--- config.mk ---
export PLATFORM = sky130hd
export DESIGN_NAME = line_position_pid_drive_core
export DESIGN_NICKNAME = d
export VERILOG_FILES = /design/src/rtl/lppd_pkg.sv /design/src/rtl/line_position_pid_drive_core.sv /design/src/rtl/lppd_lane.sv /design/src/rtl/lppd_merge.sv /design/src/rtl/lppd_pid.sv
export VERILOG_INCLUDE_DIRS = /design/src /design/src/rtl
export SDC_FILE = /design/constraint.sdc
export NUM_CORES = 2
export LEC_CHECK = 0
export BUFFER_PORTS_ARGS = -buffer_cell sky130_fd_sc_hd__buf_2
export CAP_MARGIN = 20
export CORE_ASPECT_RATIO = 0.5
export CORE_UTILIZATION = 30
export CTS_CLUSTER_SIZE = 12
export DETAILED_ROUTE_END_ITERATION = 12
export GPL_ROUTABILITY_DRIVEN = 0
export PLACE_DENSITY_LB_ADDON = 0.15
export SLEW_MARGIN = 20
export SYNTH_ARGS = -nofsm -noshare
export SYNTH_HDL_FRONTEND = slang
export SYNTH_SLANG_ARGS = --single-unit
--- constraint.sdc ---
create_clock -name clock -period 7.5 [get_ports clock]
set_clock_uncertainty 0.05 [all_clocks]
set_input_delay 0.375 -clock clock [delete_from_list [all_inputs] [get_ports clock]]
set_output_delay 0.375 -clock clock [all_outputs]
set_load 0.05 [all_outputs]
--- src/rtl/assert_macros.svh ---
// Assertion macros shared by the line position and drive RTL.
`ifndef ASSERT_MACROS_SVH
`define ASSERT_MACROS_SVH

// The consequent must hold in the same cycle as the antecedent.
`define LPPD_ASSERT_SAME(label, clk, rst, ante, cons, msg) \
   label: assert property (@(posedge clk) disable iff (rst) (ante) |-> (cons)) \
      else $error(msg);

// The consequent must hold in the cycle after the antecedent.
`define LPPD_ASSERT_NEXT(label, clk, rst, ante, cons, msg) \
   label: assert property (@(posedge clk) disable iff (rst) (ante) |=> (cons)) \
      else $error(msg);

`endif

--- src/rtl/lppd_pkg.sv ---
// Shared constants, types and tables of the line position and drive block.
package lppd_pkg;

   localparam int NUM_SENSORS   = 8;
   localparam int SAMPLE_BITS   = 12;
   localparam int HISTORY_DEPTH = 6;
   localparam int MAX_DUTY      = 100;

   localparam int PITCH         = 100;
   localparam int POS_MAX       = PITCH * (NUM_SENSORS - 1);
   localparam int EDGE_MARGIN   = 50;

   localparam int MODE_W        = 2;
   localparam int POS_W         = 10;
   localparam int TARGET_W      = POS_W;
   localparam int GAIN_W        = 8;
   localparam int BASE_W        = 8;
   localparam int DUTY_W        = 7;
   localparam int ERR_W         = POS_W + 1;
   localparam int DIFF_W        = ERR_W + 1;

   localparam int COUNT_W       = $clog2(NUM_SENSORS + 1);
   localparam int WSUM_W        = $clog2(PITCH * NUM_SENSORS * (NUM_SENSORS - 1) / 2 + 1);

   localparam int CSR_ADDR_W    = 5;
   localparam int CSR_DATA_W    = 32;

   localparam logic [TARGET_W-1:0] TARGET_RESET = TARGET_W'(350);
   localparam logic [BASE_W-1:0]   BASE_RESET   = BASE_W'(20);

   // Rounded-up reciprocals of the hit count, scaled by two to the RECIP_SHIFT.
   // The scale keeps the overshoot below one count step for every centroid.
   localparam int RECIP_SHIFT = 17;
   localparam int RECIP_W     = RECIP_SHIFT + 1;
   localparam logic [RECIP_W-1:0] RECIP_TABLE [NUM_SENSORS + 1] = '{
      RECIP_W'(0),
      RECIP_W'(131072),
      RECIP_W'(65536),
      RECIP_W'(43691),
      RECIP_W'(32768),
      RECIP_W'(26215),
      RECIP_W'(21846),
      RECIP_W'(18725),
      RECIP_W'(16384)
   };

   typedef enum logic [MODE_W-1:0] {
      MODE_LINE       = 2'd0,
      MODE_BACKGROUND = 2'd1,
      MODE_RUN        = 2'd2
   } mode_type;

   typedef enum logic [2:0] {
      REG_TARGET = 3'd0,
      REG_GAIN_P = 3'd1,
      REG_GAIN_D = 3'd2,
      REG_GAIN_I = 3'd3,
      REG_BASE   = 3'd4,
      REG_DRIVE  = 3'd5
   } reg_index_type;

   typedef enum logic [2:0] {
      ST_IDLE,
      ST_SUM,
      ST_DIV,
      ST_POS,
      ST_P,
      ST_D,
      ST_I,
      ST_DONE
   } state_type;

   typedef struct packed {
      logic cap_ref;
      logic cap_thr;
      logic cmp;
   } lane_ctrl_type;

   typedef struct packed {
      logic sum_load;
      logic div_load;
      logic pos_load;
      logic p_load;
      logic d_load;
      logic i_load;
   } ctrl_type;

   typedef struct packed {
      logic [DUTY_W-1:0] left_duty;
      logic              left_reverse;
      logic [DUTY_W-1:0] right_duty;
      logic              right_reverse;
   } drive_type;

endpackage

--- src/rtl/line_position_pid_drive_core.sv ---
// Top level of the line position and PID drive block.
// Each accepted word carries eight sensor samples and a mode; every word gives
// exactly one result word. Capture words (modes 0, 1 and the unused mode 3) go
// from acceptance straight to the result state; a run word first passes SUM, DIV
// and POS, and with drive enabled also P, D and I. The sequencer sets the order:
// eight parallel lanes compare in the cycle of acceptance, the merging stage then
// works through count and weighted sum, the reciprocal multiply and the corrected
// centroid, and the PID step follows, its proportional, derivative and integral
// products going in turn through one shared multiplier. A finished result waits
// in an output register, and the block accepts its next word as soon as that
// register has been loaded, which waits while an unread result still sits there.
// There is no clearing pass after reset. Registers sit at byte addresses 4*i:
// target position, P, D and I gains, base speed and drive enable.
`include "assert_macros.svh"

module line_position_pid_drive_core #(
   parameter int SAMPLE_BITS   = lppd_pkg::SAMPLE_BITS,
   parameter int HISTORY_DEPTH = lppd_pkg::HISTORY_DEPTH
) (
   input  logic                              clock,
   input  logic                              reset,

   input  logic                              req_valid,
   output logic                              req_ready,
   input  logic [lppd_pkg::MODE_W-1:0]       req_mode,
   input  logic [SAMPLE_BITS-1:0]            req_sample_0,
   input  logic [SAMPLE_BITS-1:0]            req_sample_1,
   input  logic [SAMPLE_BITS-1:0]            req_sample_2,
   input  logic [SAMPLE_BITS-1:0]            req_sample_3,
   input  logic [SAMPLE_BITS-1:0]            req_sample_4,
   input  logic [SAMPLE_BITS-1:0]            req_sample_5,
   input  logic [SAMPLE_BITS-1:0]            req_sample_6,
   input  logic [SAMPLE_BITS-1:0]            req_sample_7,

   output logic                              rsp_valid,
   input  logic                              rsp_ready,
   output logic [lppd_pkg::POS_W-1:0]        rsp_position,
   output logic                              rsp_line_seen,
   output logic [lppd_pkg::NUM_SENSORS-1:0]  rsp_sensor_bits,
   output logic [lppd_pkg::DUTY_W-1:0]       rsp_left_duty,
   output logic                              rsp_left_reverse,
   output logic [lppd_pkg::DUTY_W-1:0]       rsp_right_duty,
   output logic                              rsp_right_reverse,

   input  logic                              csr_psel,
   input  logic                              csr_penable,
   input  logic                              csr_pwrite,
   input  logic [lppd_pkg::CSR_ADDR_W-1:0]   csr_paddr,
   input  logic [lppd_pkg::CSR_DATA_W-1:0]   csr_pwdata,
   output logic [lppd_pkg::CSR_DATA_W-1:0]   csr_prdata,
   output logic                              csr_pready
);

   localparam int NS = lppd_pkg::NUM_SENSORS;

   // Configuration registers.
   logic [lppd_pkg::TARGET_W-1:0]      target_ff, target_in;
   logic [lppd_pkg::GAIN_W-1:0]        gain_p_ff, gain_p_in;
   logic [lppd_pkg::GAIN_W-1:0]        gain_d_ff, gain_d_in;
   logic [lppd_pkg::GAIN_W-1:0]        gain_i_ff, gain_i_in;
   logic signed [lppd_pkg::BASE_W-1:0] base_ff, base_in;
   logic                               drive_en_ff, drive_en_in;
   logic                               csr_write;
   lppd_pkg::reg_index_type            csr_index;

   // Sequencer and result register.
   lppd_pkg::state_type                state_ff, state_in;
   logic [lppd_pkg::MODE_W-1:0]        mode_ff, mode_in;
   lppd_pkg::lane_ctrl_type            lane_ctrl;
   lppd_pkg::ctrl_type                 ctrl;
   logic                               rsp_load;
   logic                               run_item;
   logic                               rsp_valid_ff, rsp_valid_in;
   logic [lppd_pkg::POS_W-1:0]         rsp_position_ff;
   logic                               rsp_line_seen_ff;
   logic [NS-1:0]                      rsp_bits_ff;
   lppd_pkg::drive_type                rsp_drive_ff, rsp_drive_in;

   logic [SAMPLE_BITS-1:0]             sample_vec [NS];
   logic [NS-1:0]                      hits;
   logic [lppd_pkg::POS_W-1:0]         position;
   lppd_pkg::drive_type                drive;

   assign sample_vec[0] = req_sample_0;
   assign sample_vec[1] = req_sample_1;
   assign sample_vec[2] = req_sample_2;
   assign sample_vec[3] = req_sample_3;
   assign sample_vec[4] = req_sample_4;
   assign sample_vec[5] = req_sample_5;
   assign sample_vec[6] = req_sample_6;
   assign sample_vec[7] = req_sample_7;

   // ---------------- configuration port ----------------
   assign csr_write  = csr_psel && csr_penable && csr_pwrite;
   assign csr_index  = lppd_pkg::reg_index_type'(csr_paddr[lppd_pkg::CSR_ADDR_W-1:2]);
   assign csr_pready = 1'b1;

   always_comb begin
      target_in   = target_ff;
      gain_p_in   = gain_p_ff;
      gain_d_in   = gain_d_ff;
      gain_i_in   = gain_i_ff;
      base_in     = base_ff;
      drive_en_in = drive_en_ff;
      if (csr_write) begin
         unique case (csr_index)
            lppd_pkg::REG_TARGET: target_in   = csr_pwdata[lppd_pkg::TARGET_W-1:0];
            lppd_pkg::REG_GAIN_P: gain_p_in   = csr_pwdata[lppd_pkg::GAIN_W-1:0];
            lppd_pkg::REG_GAIN_D: gain_d_in   = csr_pwdata[lppd_pkg::GAIN_W-1:0];
            lppd_pkg::REG_GAIN_I: gain_i_in   = csr_pwdata[lppd_pkg::GAIN_W-1:0];
            lppd_pkg::REG_BASE:   base_in     = csr_pwdata[lppd_pkg::BASE_W-1:0];
            lppd_pkg::REG_DRIVE:  drive_en_in = csr_pwdata[0];
            default: ;
         endcase
      end
   end

   always_comb begin
      unique case (csr_index)
         lppd_pkg::REG_TARGET: csr_prdata = lppd_pkg::CSR_DATA_W'(target_ff);
         lppd_pkg::REG_GAIN_P: csr_prdata = lppd_pkg::CSR_DATA_W'(gain_p_ff);
         lppd_pkg::REG_GAIN_D: csr_prdata = lppd_pkg::CSR_DATA_W'(gain_d_ff);
         lppd_pkg::REG_GAIN_I: csr_prdata = lppd_pkg::CSR_DATA_W'(gain_i_ff);
         lppd_pkg::REG_BASE:   csr_prdata = lppd_pkg::CSR_DATA_W'($unsigned(base_ff));
         lppd_pkg::REG_DRIVE:  csr_prdata = lppd_pkg::CSR_DATA_W'(drive_en_ff);
         default:              csr_prdata = '0;
      endcase
   end

   always_ff @(posedge clock) begin
      if (reset) begin
         target_ff   <= lppd_pkg::TARGET_RESET;
         gain_p_ff   <= '0;
         gain_d_ff   <= '0;
         gain_i_ff   <= '0;
         base_ff     <= lppd_pkg::BASE_RESET;
         drive_en_ff <= 1'b0;
      end else begin
         target_ff   <= target_in;
         gain_p_ff   <= gain_p_in;
         gain_d_ff   <= gain_d_in;
         gain_i_ff   <= gain_i_in;
         base_ff     <= base_in;
         drive_en_ff <= drive_en_in;
      end
   end

   // ---------------- sequencer ----------------
   always_ff @(posedge clock) begin
      if (reset) begin
         state_ff <= lppd_pkg::ST_IDLE;
      end else begin
         state_ff <= state_in;
      end
   end

   always_comb begin
      state_in  = state_ff;
      mode_in   = mode_ff;
      lane_ctrl = '0;
      ctrl      = '0;
      rsp_load  = 1'b0;
      req_ready = 1'b0;
      unique case (state_ff)
         lppd_pkg::ST_IDLE: begin
            req_ready = 1'b1;
            if (req_valid) begin
               // The lanes capture or compare at the edge that takes the word.
               mode_in           = req_mode;
               lane_ctrl.cap_ref = (req_mode == lppd_pkg::MODE_LINE);
               lane_ctrl.cap_thr = (req_mode == lppd_pkg::MODE_BACKGROUND);
               lane_ctrl.cmp     = 1'b1;
               state_in = (req_mode == lppd_pkg::MODE_RUN) ? lppd_pkg::ST_SUM
                                                           : lppd_pkg::ST_DONE;
            end
         end
         lppd_pkg::ST_SUM: begin
            ctrl.sum_load = 1'b1;
            state_in      = lppd_pkg::ST_DIV;
         end
         lppd_pkg::ST_DIV: begin
            ctrl.div_load = 1'b1;
            state_in      = lppd_pkg::ST_POS;
         end
         lppd_pkg::ST_POS: begin
            ctrl.pos_load = 1'b1;
            state_in      = drive_en_ff ? lppd_pkg::ST_P : lppd_pkg::ST_DONE;
         end
         lppd_pkg::ST_P: begin
            ctrl.p_load = 1'b1;
            state_in    = lppd_pkg::ST_D;
         end
         lppd_pkg::ST_D: begin
            ctrl.d_load = 1'b1;
            state_in    = lppd_pkg::ST_I;
         end
         lppd_pkg::ST_I: begin
            ctrl.i_load = 1'b1;
            state_in    = lppd_pkg::ST_DONE;
         end
         lppd_pkg::ST_DONE: begin
            if (!rsp_valid_ff || rsp_ready) begin
               rsp_load = 1'b1;
               state_in = lppd_pkg::ST_IDLE;
            end
         end
         default: state_in = lppd_pkg::ST_IDLE;
      endcase
   end

   // ---------------- lanes, merge and PID ----------------
   for (genvar g = 0; g < NS; g++) begin : g_lane
      lppd_lane #(
         .SAMPLE_BITS (SAMPLE_BITS)
      ) u_lane (
         .clock  (clock),
         .reset  (reset),
         .ctrl   (lane_ctrl),
         .sample (sample_vec[g]),
         .hit    (hits[g])
      );
   end

   lppd_merge u_merge (
      .clock    (clock),
      .reset    (reset),
      .ctrl     (ctrl),
      .hits     (hits),
      .position (position)
   );

   lppd_pid #(
      .HISTORY_DEPTH (HISTORY_DEPTH)
   ) u_pid (
      .clock      (clock),
      .reset      (reset),
      .ctrl       (ctrl),
      .position   (position),
      .target     (target_ff),
      .gain_p     (gain_p_ff),
      .gain_d     (gain_d_ff),
      .gain_i     (gain_i_ff),
      .base_speed (base_ff),
      .drive      (drive)
   );

   // ---------------- result register ----------------
   assign run_item     = (mode_ff == lppd_pkg::MODE_RUN);
   assign rsp_drive_in = (run_item && drive_en_ff) ? drive : '0;
   assign rsp_valid_in = rsp_load || (rsp_valid_ff && !rsp_ready);

   always_ff @(posedge clock) begin
      if (reset) begin
         rsp_valid_ff <= 1'b0;
      end else begin
         rsp_valid_ff <= rsp_valid_in;
      end
      mode_ff <= mode_in;
      if (rsp_load) begin
         rsp_position_ff  <= position;
         rsp_line_seen_ff <= run_item && (hits != '0);
         rsp_bits_ff      <= run_item ? hits : '0;
         rsp_drive_ff     <= rsp_drive_in;
      end
   end

   assign rsp_valid         = rsp_valid_ff;
   assign rsp_position      = rsp_position_ff;
   assign rsp_line_seen     = rsp_line_seen_ff;
   assign rsp_sensor_bits   = rsp_bits_ff;
   assign rsp_left_duty     = rsp_drive_ff.left_duty;
   assign rsp_left_reverse  = rsp_drive_ff.left_reverse;
   assign rsp_right_duty    = rsp_drive_ff.right_duty;
   assign rsp_right_reverse = rsp_drive_ff.right_reverse;

   // ---------------- assertions ----------------
   `LPPD_ASSERT_NEXT(a_busy_after_accept, clock, reset, req_valid && req_ready, !req_ready, "word accepted while previous word still in work")
   `LPPD_ASSERT_SAME(a_seen_matches_bits, clock, reset, rsp_valid, rsp_line_seen == (rsp_sensor_bits != '0), "line seen flag disagrees with sensor bits")
   `LPPD_ASSERT_SAME(a_position_range, clock, reset, rsp_valid, rsp_position <= lppd_pkg::POS_MAX, "position beyond outer sensor")
   `LPPD_ASSERT_SAME(a_duty_limit, clock, reset, rsp_valid, (rsp_left_duty <= lppd_pkg::MAX_DUTY) && (rsp_right_duty <= lppd_pkg::MAX_DUTY), "duty above saturation limit")

endmodule

--- src/rtl/lppd_lane.sv ---
// One sensor lane: line reference, threshold and the threshold compare.
module lppd_lane #(
   parameter int SAMPLE_BITS = lppd_pkg::SAMPLE_BITS
) (
   input  logic                    clock,
   input  logic                    reset,
   input  lppd_pkg::lane_ctrl_type ctrl,
   input  logic [SAMPLE_BITS-1:0]  sample,
   output logic                    hit
);

   logic [SAMPLE_BITS-1:0] line_ref_ff, line_ref_in;
   logic [SAMPLE_BITS-1:0] thr_ff, thr_in;
   logic                   hit_ff, hit_in;
   logic [SAMPLE_BITS:0]   mid_sum;

   always_comb begin
      mid_sum     = {1'b0, line_ref_ff} + {1'b0, sample};
      line_ref_in = ctrl.cap_ref ? sample : line_ref_ff;
      // The threshold sits halfway between line and background, rounded down.
      thr_in      = ctrl.cap_thr ? mid_sum[SAMPLE_BITS:1] : thr_ff;
      hit_in      = ctrl.cmp ? (sample >= thr_ff) : hit_ff;
   end

   always_ff @(posedge clock) begin
      if (reset) begin
         line_ref_ff <= '0;
         thr_ff      <= '0;
      end else begin
         line_ref_ff <= line_ref_in;
         thr_ff      <= thr_in;
      end
      hit_ff <= hit_in;
   end

   assign hit = hit_ff;

endmodule

--- src/rtl/lppd_merge.sv ---
// Merging stage: hit count, weighted sum, centroid division and edge handling.
module lppd_merge (
   input  logic                                 clock,
   input  logic                                 reset,
   input  lppd_pkg::ctrl_type                   ctrl,
   input  logic [lppd_pkg::NUM_SENSORS-1:0]     hits,
   output logic [lppd_pkg::POS_W-1:0]           position
);

   localparam int PROD_W  = lppd_pkg::WSUM_W + lppd_pkg::RECIP_W;
   localparam int CHECK_W = lppd_pkg::WSUM_W + lppd_pkg::COUNT_W;

   logic [lppd_pkg::COUNT_W-1:0] count_ff, count_in, count_sum;
   logic [lppd_pkg::WSUM_W-1:0]  wsum_ff, wsum_in, weight_sum;
   logic [PROD_W-1:0]            prod_ff, prod_in;
   logic [lppd_pkg::POS_W-1:0]   pos_ff, pos_in, pos_new;
   logic [lppd_pkg::WSUM_W-1:0]  quot, quot_fix;
   logic [CHECK_W-1:0]           quot_check;

   always_comb begin
      count_sum  = '0;
      weight_sum = '0;
      for (int i = 0; i < lppd_pkg::NUM_SENSORS; i++) begin
         if (hits[i]) begin
            count_sum  = count_sum + 1'b1;
            weight_sum = weight_sum + lppd_pkg::WSUM_W'(lppd_pkg::PITCH * i);
         end
      end
      count_in = ctrl.sum_load ? count_sum : count_ff;
      wsum_in  = ctrl.sum_load ? weight_sum : wsum_ff;
   end

   always_comb begin
      prod_in = ctrl.div_load ? wsum_ff * lppd_pkg::RECIP_TABLE[count_ff] : prod_ff;
   end

   // The rounded-up reciprocal may overshoot by one; one check takes it back.
   always_comb begin
      quot       = prod_ff[lppd_pkg::RECIP_SHIFT +: lppd_pkg::WSUM_W];
      quot_check = quot * count_ff;
      quot_fix   = (quot_check > CHECK_W'(wsum_ff)) ? quot - 1'b1 : quot;

      if (count_ff != '0) begin
         pos_new = quot_fix[lppd_pkg::POS_W-1:0];
      end else if (pos_ff <= lppd_pkg::POS_W'(lppd_pkg::EDGE_MARGIN)) begin
         pos_new = '0;
      end else if (pos_ff >= lppd_pkg::POS_W'(lppd_pkg::POS_MAX - lppd_pkg::EDGE_MARGIN)) begin
         pos_new = lppd_pkg::POS_W'(lppd_pkg::POS_MAX);
      end else begin
         pos_new = pos_ff;
      end
      pos_in = ctrl.pos_load ? pos_new : pos_ff;
   end

   always_ff @(posedge clock) begin
      if (reset) begin
         pos_ff <= '0;
      end else begin
         pos_ff <= pos_in;
      end
      count_ff <= count_in;
      wsum_ff  <= wsum_in;
      prod_ff  <= prod_in;
   end

   assign position = pos_ff;

endmodule

--- src/rtl/lppd_pid.sv ---
// PID step on one shared multiplier, error history and motor command shaping.
module lppd_pid #(
   parameter int HISTORY_DEPTH = lppd_pkg::HISTORY_DEPTH
) (
   input  logic                                clock,
   input  logic                                reset,
   input  lppd_pkg::ctrl_type                  ctrl,
   input  logic [lppd_pkg::POS_W-1:0]          position,
   input  logic [lppd_pkg::TARGET_W-1:0]       target,
   input  logic [lppd_pkg::GAIN_W-1:0]         gain_p,
   input  logic [lppd_pkg::GAIN_W-1:0]         gain_d,
   input  logic [lppd_pkg::GAIN_W-1:0]         gain_i,
   input  logic signed [lppd_pkg::BASE_W-1:0]  base_speed,
   output lppd_pkg::drive_type                 drive
);

   localparam int ERR_W  = lppd_pkg::ERR_W;
   localparam int HSUM_W = ERR_W + $clog2(HISTORY_DEPTH);
   localparam int OPB_W  = (HSUM_W > lppd_pkg::DIFF_W) ? HSUM_W : lppd_pkg::DIFF_W;
   localparam int PROD_W = OPB_W + lppd_pkg::GAIN_W + 1;
   localparam int ACC_W  = PROD_W + 2;
   localparam int CMD_W  = ACC_W + 1;

   logic signed [ERR_W-1:0]            err_now;
   logic signed [ERR_W-1:0]            err_ff, err_in;
   logic signed [ERR_W-1:0]            prev_err_ff, prev_err_in;
   logic signed [ERR_W-1:0]            hist_ff [HISTORY_DEPTH];
   logic signed [ERR_W-1:0]            hist_in [HISTORY_DEPTH];
   logic signed [HSUM_W-1:0]           hsum_ff, hsum_in;
   logic signed [lppd_pkg::DIFF_W-1:0] diff;
   logic [lppd_pkg::GAIN_W-1:0]        gain_sel;
   logic signed [OPB_W-1:0]            opb;
   logic signed [PROD_W-1:0]           prod;
   logic signed [ACC_W-1:0]            acc_ff, acc_in;
   logic signed [CMD_W-1:0]            cmd_left, cmd_right;
   logic [lppd_pkg::DUTY_W:0]          out_left, out_right;

   // Returns the reverse flag above the saturated magnitude.
   function automatic logic [lppd_pkg::DUTY_W:0] shape(input logic signed [CMD_W-1:0] cmd);
      logic [CMD_W-1:0]          mag;
      logic [lppd_pkg::DUTY_W-1:0] duty;
      mag = cmd[CMD_W-1] ? $unsigned(-cmd) : $unsigned(cmd);
      if (mag > CMD_W'(lppd_pkg::MAX_DUTY)) begin
         duty = lppd_pkg::DUTY_W'(lppd_pkg::MAX_DUTY);
      end else begin
         duty = mag[lppd_pkg::DUTY_W-1:0];
      end
      return {cmd[CMD_W-1], duty};
   endfunction

   always_comb begin
      err_now = $signed({1'b0, position}) - $signed({1'b0, target});
      diff    = $signed({err_ff[ERR_W-1], err_ff}) - $signed({prev_err_ff[ERR_W-1], prev_err_ff});

      // One multiplier serves the three terms in turn.
      gain_sel = gain_p;
      opb      = OPB_W'(err_now);
      if (ctrl.d_load) begin
         gain_sel = gain_d;
         opb      = OPB_W'(diff);
      end else if (ctrl.i_load) begin
         gain_sel = gain_i;
         opb      = OPB_W'(hsum_ff);
      end
      prod = $signed({1'b0, gain_sel}) * opb;

      if (ctrl.p_load) begin
         acc_in = ACC_W'(prod);
      end else if (ctrl.d_load || ctrl.i_load) begin
         acc_in = acc_ff + ACC_W'(prod);
      end else begin
         acc_in = acc_ff;
      end
      err_in = ctrl.p_load ? err_now : err_ff;
   end

   // The history moves on only after its old sum has fed the integral term.
   always_comb begin
      hist_in     = hist_ff;
      hsum_in     = hsum_ff;
      prev_err_in = prev_err_ff;
      if (ctrl.i_load) begin
         hist_in[0] = err_ff;
         for (int k = 1; k < HISTORY_DEPTH; k++) begin
            hist_in[k] = hist_ff[k-1];
         end
         hsum_in     = hsum_ff + HSUM_W'(err_ff) - HSUM_W'(hist_ff[HISTORY_DEPTH-1]);
         prev_err_in = err_ff;
      end
   end

   always_comb begin
      cmd_left  = CMD_W'(base_speed) + CMD_W'(acc_ff);
      cmd_right = CMD_W'(base_speed) - CMD_W'(acc_ff);
      out_left  = shape(cmd_left);
      out_right = shape(cmd_right);
      drive.left_reverse  = out_left[lppd_pkg::DUTY_W];
      drive.left_duty     = out_left[lppd_pkg::DUTY_W-1:0];
      drive.right_reverse = out_right[lppd_pkg::DUTY_W];
      drive.right_duty    = out_right[lppd_pkg::DUTY_W-1:0];
   end

   always_ff @(posedge clock) begin
      if (reset) begin
         for (int k = 0; k < HISTORY_DEPTH; k++) begin
            hist_ff[k] <= '0;
         end
         hsum_ff     <= '0;
         prev_err_ff <= '0;
      end else begin
         hist_ff     <= hist_in;
         hsum_ff     <= hsum_in;
         prev_err_ff <= prev_err_in;
      end
      err_ff <= err_in;
      acc_ff <= acc_in;
   end

endmodule

==> impl_metrics.tcl <==
set metrics [dict create \
    violations_in_the_final_reports "negative setup slack" \
    pwr-share-clk 0.238 \
    layout_min_cycle_time_ps 8090 \
    timing.setup.critical_path_class "flip-flop to flip-flop" \
    grt.overflow.total 0 \
    hold_path.class "primary input to flip-flop" \
    ys_seq_elements 436 \
    max_clock_freq_ghz 0.124 \
    grt_pass1_wl_um 191000 \
    cellInternalPower_w 0.00626 \
    final_core_utilization 0.363 \
    placement.cell_area_um2 46100 \
    via_count_of_the_first_global_routing_pass 35600 \
    final_layout_size_suffix_gt1_frac 0.144 \
    synth_most_common_cell "sky130_fd_sc_hd__nand2_1" \
    grt_max_degree 89 \
    ys_async_sr_fraction 0 \
    comb_power_share 0.493 \
    dr.first_iter.drc_count 1700 \
    crit_path_top_delay_cell "sky130_fd_sc_hd__fa_1" \
    crit_path_max_fanout 3 \
    max_cap_violations 0 \
    switching_power_w 0.00430 \
    syn_area_per_cell_um2 8.16 \
    grt.total_usage 0.168 \
    synthDominantAreaCellType "sky130_fd_sc_hd__dfxtp_1" \
    max_stage_delay_ps 520 \
    clock_tree.buffer_depth 3 \
    rows 96 \
    synthDistinctLibCells 121 \
    route.detailed.drc 0 \
    synth_top_area_share 0.159 \
    route.detailed.vias_per_inst 4.77 \
    detail-route-antenna-nets 0 \
    final.setup.tns_ps -2940 \
    finalSetupViolations 9 \
    synth_top_flop_cell "sky130_fd_sc_hd__dfxtp_1" \
    stdcell_area_um2 49800 \
    avgRoutedWirePerCell_um 16.0 \
    nNetsFinal 6394 \
    crit_required_ps 7830 \
    report.final.hold_viol_count 0 \
    num-fill-cells 14300 \
    place.port_buffers 164 \
    die_area_um2 140000 \
    worst_slew_margin_rel 0.292 \
    final_power_w 0.0106 \
    clock_sinks 436 \
    synth_commonest_cells "sky130_fd_sc_hd__nand2_1, sky130_fd_sc_hd__inv_1, sky130_fd_sc_hd__ha_1" \
    end_kind "flip-flop" \
    status "complete, but fails checks" \
    sw_frac_of_total 0.407 \
    place_hpwl_um 92200 \
    fin_crit_sh 1.08 \
    drt_wl_total_um 119000 \
    coreArea_um2 137000 \
    start_util 0.303 \
    sequential_cell_area_fraction_in_the_yosys_report 0.236 \
    area_growth_from_synthesis_to_layout_pct 19.9 \
    yosys_warnings 0 \
    critPathArrivalTime_ps 8430 \
    synth_top_cells_by_area "sky130_fd_sc_hd__dfxtp_1, sky130_fd_sc_hd__ha_1, sky130_fd_sc_hd__fa_1" \
    worst_setup_hold_path_clk_slew_ps 60 \
    setup_repair_after_global_routing_missed_its_margin "true" \
    die_span_x_um 528 \
    crit_path_start_kind "flip-flop" \
    drt_pass1_iterations 5 \
    die-height_um 265 \
    leakagePower_nw 22.1 \
    clock_latency_ps 680 \
    tightestPinTransition_ps 1050 \
    clk_root_buffer_cell "sky130_fd_sc_hd__clkbuf_16" \
    sequentialPowerShare 0.268 \
    antenna_violations_before_repair 9 \
    drv_slew 0 \
    cts.htree.levels 2 \
    cts_tree "done" \
    post_synth_inst_count 5093 \
    max-vdd-ir-drop_mv 0.207 \
    route.vias.total 35400 \
    synthesis.area_um2 41500 \
    floorplan.io_pins 212 \
    number_of_buffers_created_by_cts 50 \
    synth_edf_count 107 \
    cellPowerDensity_nw_per_um2 212 \
    layout_setup_ws_ps -592 \
]
==> registers in the layout, indices dropped and copies added (netlist names), 3 cells and up <==
signal                     count
g_lane.u_lane.line_ref_ff     96
g_lane.u_lane.thr_ff          96
u_pid.hist_ff                 55
u_pid.acc_ff                  25
u_pid.hsum_ff                 14
u_merge.prod_ff               12
u_pid.err_ff                  11
u_pid.prev_err_ff             11
rsp_position                  10
target_ff                     10
u_merge.position              10
u_merge.wsum_ff               10
base_ff                        8
g_lane.u_lane.hit              8
gain_d_ff                      8
gain_i_ff                      8
gain_p_ff                      8
rsp_sensor_bits                8
rsp_left_duty                  7
rsp_right_duty                 7
u_merge.count_ff               4
state_ff                       3
==> per-stage QoR <==
step | cells | hold slack, ps | setup slack [ps]
2_1_floorplan | 5114 | 382 | -116
6_report | 7434 | 104 | -592
3_3_place_gp | 7197 | 386 | -884
4_1_cts | 7414 | 57.5 | -650
5_1_grt | 7432 | 71.3 | -959
3_5_place_dp | 7197 | 393 | -929
==> worst max-delay path: cells and delay by family, from the launching register on <==
family                     cells  cell delay, ps
buffers and inverters          6             510
DFF                            1             340
adders and majority gates      7            2740
muxes                          2             450
and+or+nand+nor                4             490
AOI/OAI and AO/OA             18            3030
xor gates and xnor gates       2             230
==> logic make-up after synthesis <==
group           Yosys count  synth area share
xor+xnor                238            0.0516
mux                      74            0.0183
compound gates         1114             0.168
buf+inv                 843            0.0789
other cells               2          0.000181
simple gates           1662             0.183
flops                   436             0.236
fa+ha+maj               724             0.264
==> final timing paths <==
check	endpoint	slack (ps)	cells after the start	start
worst max-delay path	u_pid.acc_ff[21]	-590	39	target_ff[1]
worst min-delay path	g_lane[6].u_lane.thr_ff[3]	100	2	reset
worst max register to register	u_pid.acc_ff[21]	-590	39	target_ff[1]
worst min register to register	u_pid.hist_ff[34]	390	2	u_pid.hist_ff[45]
==> repair_timing <==
action / in CTS / in global routing
endpoints found under the hold margin: 120 / 0
resized for setup: 65 / 93
pin swaps: 71 / 77
buffers inserted: 16 / 16
cloned: 0 / 0
endpoints found under the setup margin: 12 / 16
hold buffers: 109 / 0
==> final cells by class <==
type / count / area [um2] / area share
clock buffer: 67 / 1370 / 0.0275
tap: 1862 / 2330 / 0.0468
timing repair buffer: 580 / 4260 / 0.0855
clock inverter: 25 / 251 / 0.00505
multi-input combinational: 3835 / 29400 / 0.591
inverter: 625 / 2350 / 0.0472
antenna: 4 / 10.0 / 0.000201
sequential: 436 / 9800 / 0.197
==> power by group through the flow <==
stage / Combinational, W / Clock, W / Sequential, W
after floorplan: 0.00377 / 0 / 0.00276
after global placement: 0.00498 / 0 / 0.00288
after detailed placement: 0.00509 / 0 / 0.00288
after CTS: 0.00521 / 0.00264 / 0.00283
after global routing: 0.00593 / 0.00274 / 0.00285
final: 0.00521 / 0.00252 / 0.00283
==> cell usage in the layout (no fill, tap or decap), types with 24 or more instances in the layout <==
cell type	Yosys	final
sky130_fd_sc_hd__clkbuf_16	0	52
sky130_fd_sc_hd__or3_1	25	24
sky130_fd_sc_hd__o21a_1	28	28
sky130_fd_sc_hd__a21oi_1	468	441
sky130_fd_sc_hd__nor2_1	331	319
sky130_fd_sc_hd__a21oi_2	2	24
sky130_fd_sc_hd__o21bai_1	29	28
sky130_fd_sc_hd__ha_1	469	450
sky130_fd_sc_hd__a21boi_0	37	32
sky130_fd_sc_hd__o21ai_0	192	166
sky130_fd_sc_hd__edfxtp_1	107	107
sky130_fd_sc_hd__nand2b_1	67	67
sky130_fd_sc_hd__nor2b_1	70	66
sky130_fd_sc_hd__and2_1	74	72
sky130_fd_sc_hd__and3_1	50	49
sky130_fd_sc_hd__buf_4	23	301
sky130_fd_sc_hd__a211oi_1	56	54
sky130_fd_sc_hd__a21o_1	86	86
sky130_fd_sc_hd__nor3_1	81	71
sky130_fd_sc_hd__dfxtp_1	329	326
sky130_fd_sc_hd__xnor2_1	170	157
sky130_fd_sc_hd__inv_1	618	605
sky130_fd_sc_hd__dlygate4sd3_1	0	109
sky130_fd_sc_hd__fa_1	255	252
sky130_fd_sc_hd__nand3_1	48	45
sky130_fd_sc_hd__nand2_1	809	804
sky130_fd_sc_hd__mux2i_1	60	60
sky130_fd_sc_hd__xor2_1	61	59
sky130_fd_sc_hd__buf_2	5	163
==> per-layer routing <==
layer  up-vias  track usage  routed length [um]
li1      17900            -                   -
met1     17000        0.215               54700
met2       492        0.301               58400
met3       117       0.0223                4120
met4         4       0.0309                1840
met5         -            0                  22
No activity file was read; power rests on OpenSTA's default activity.
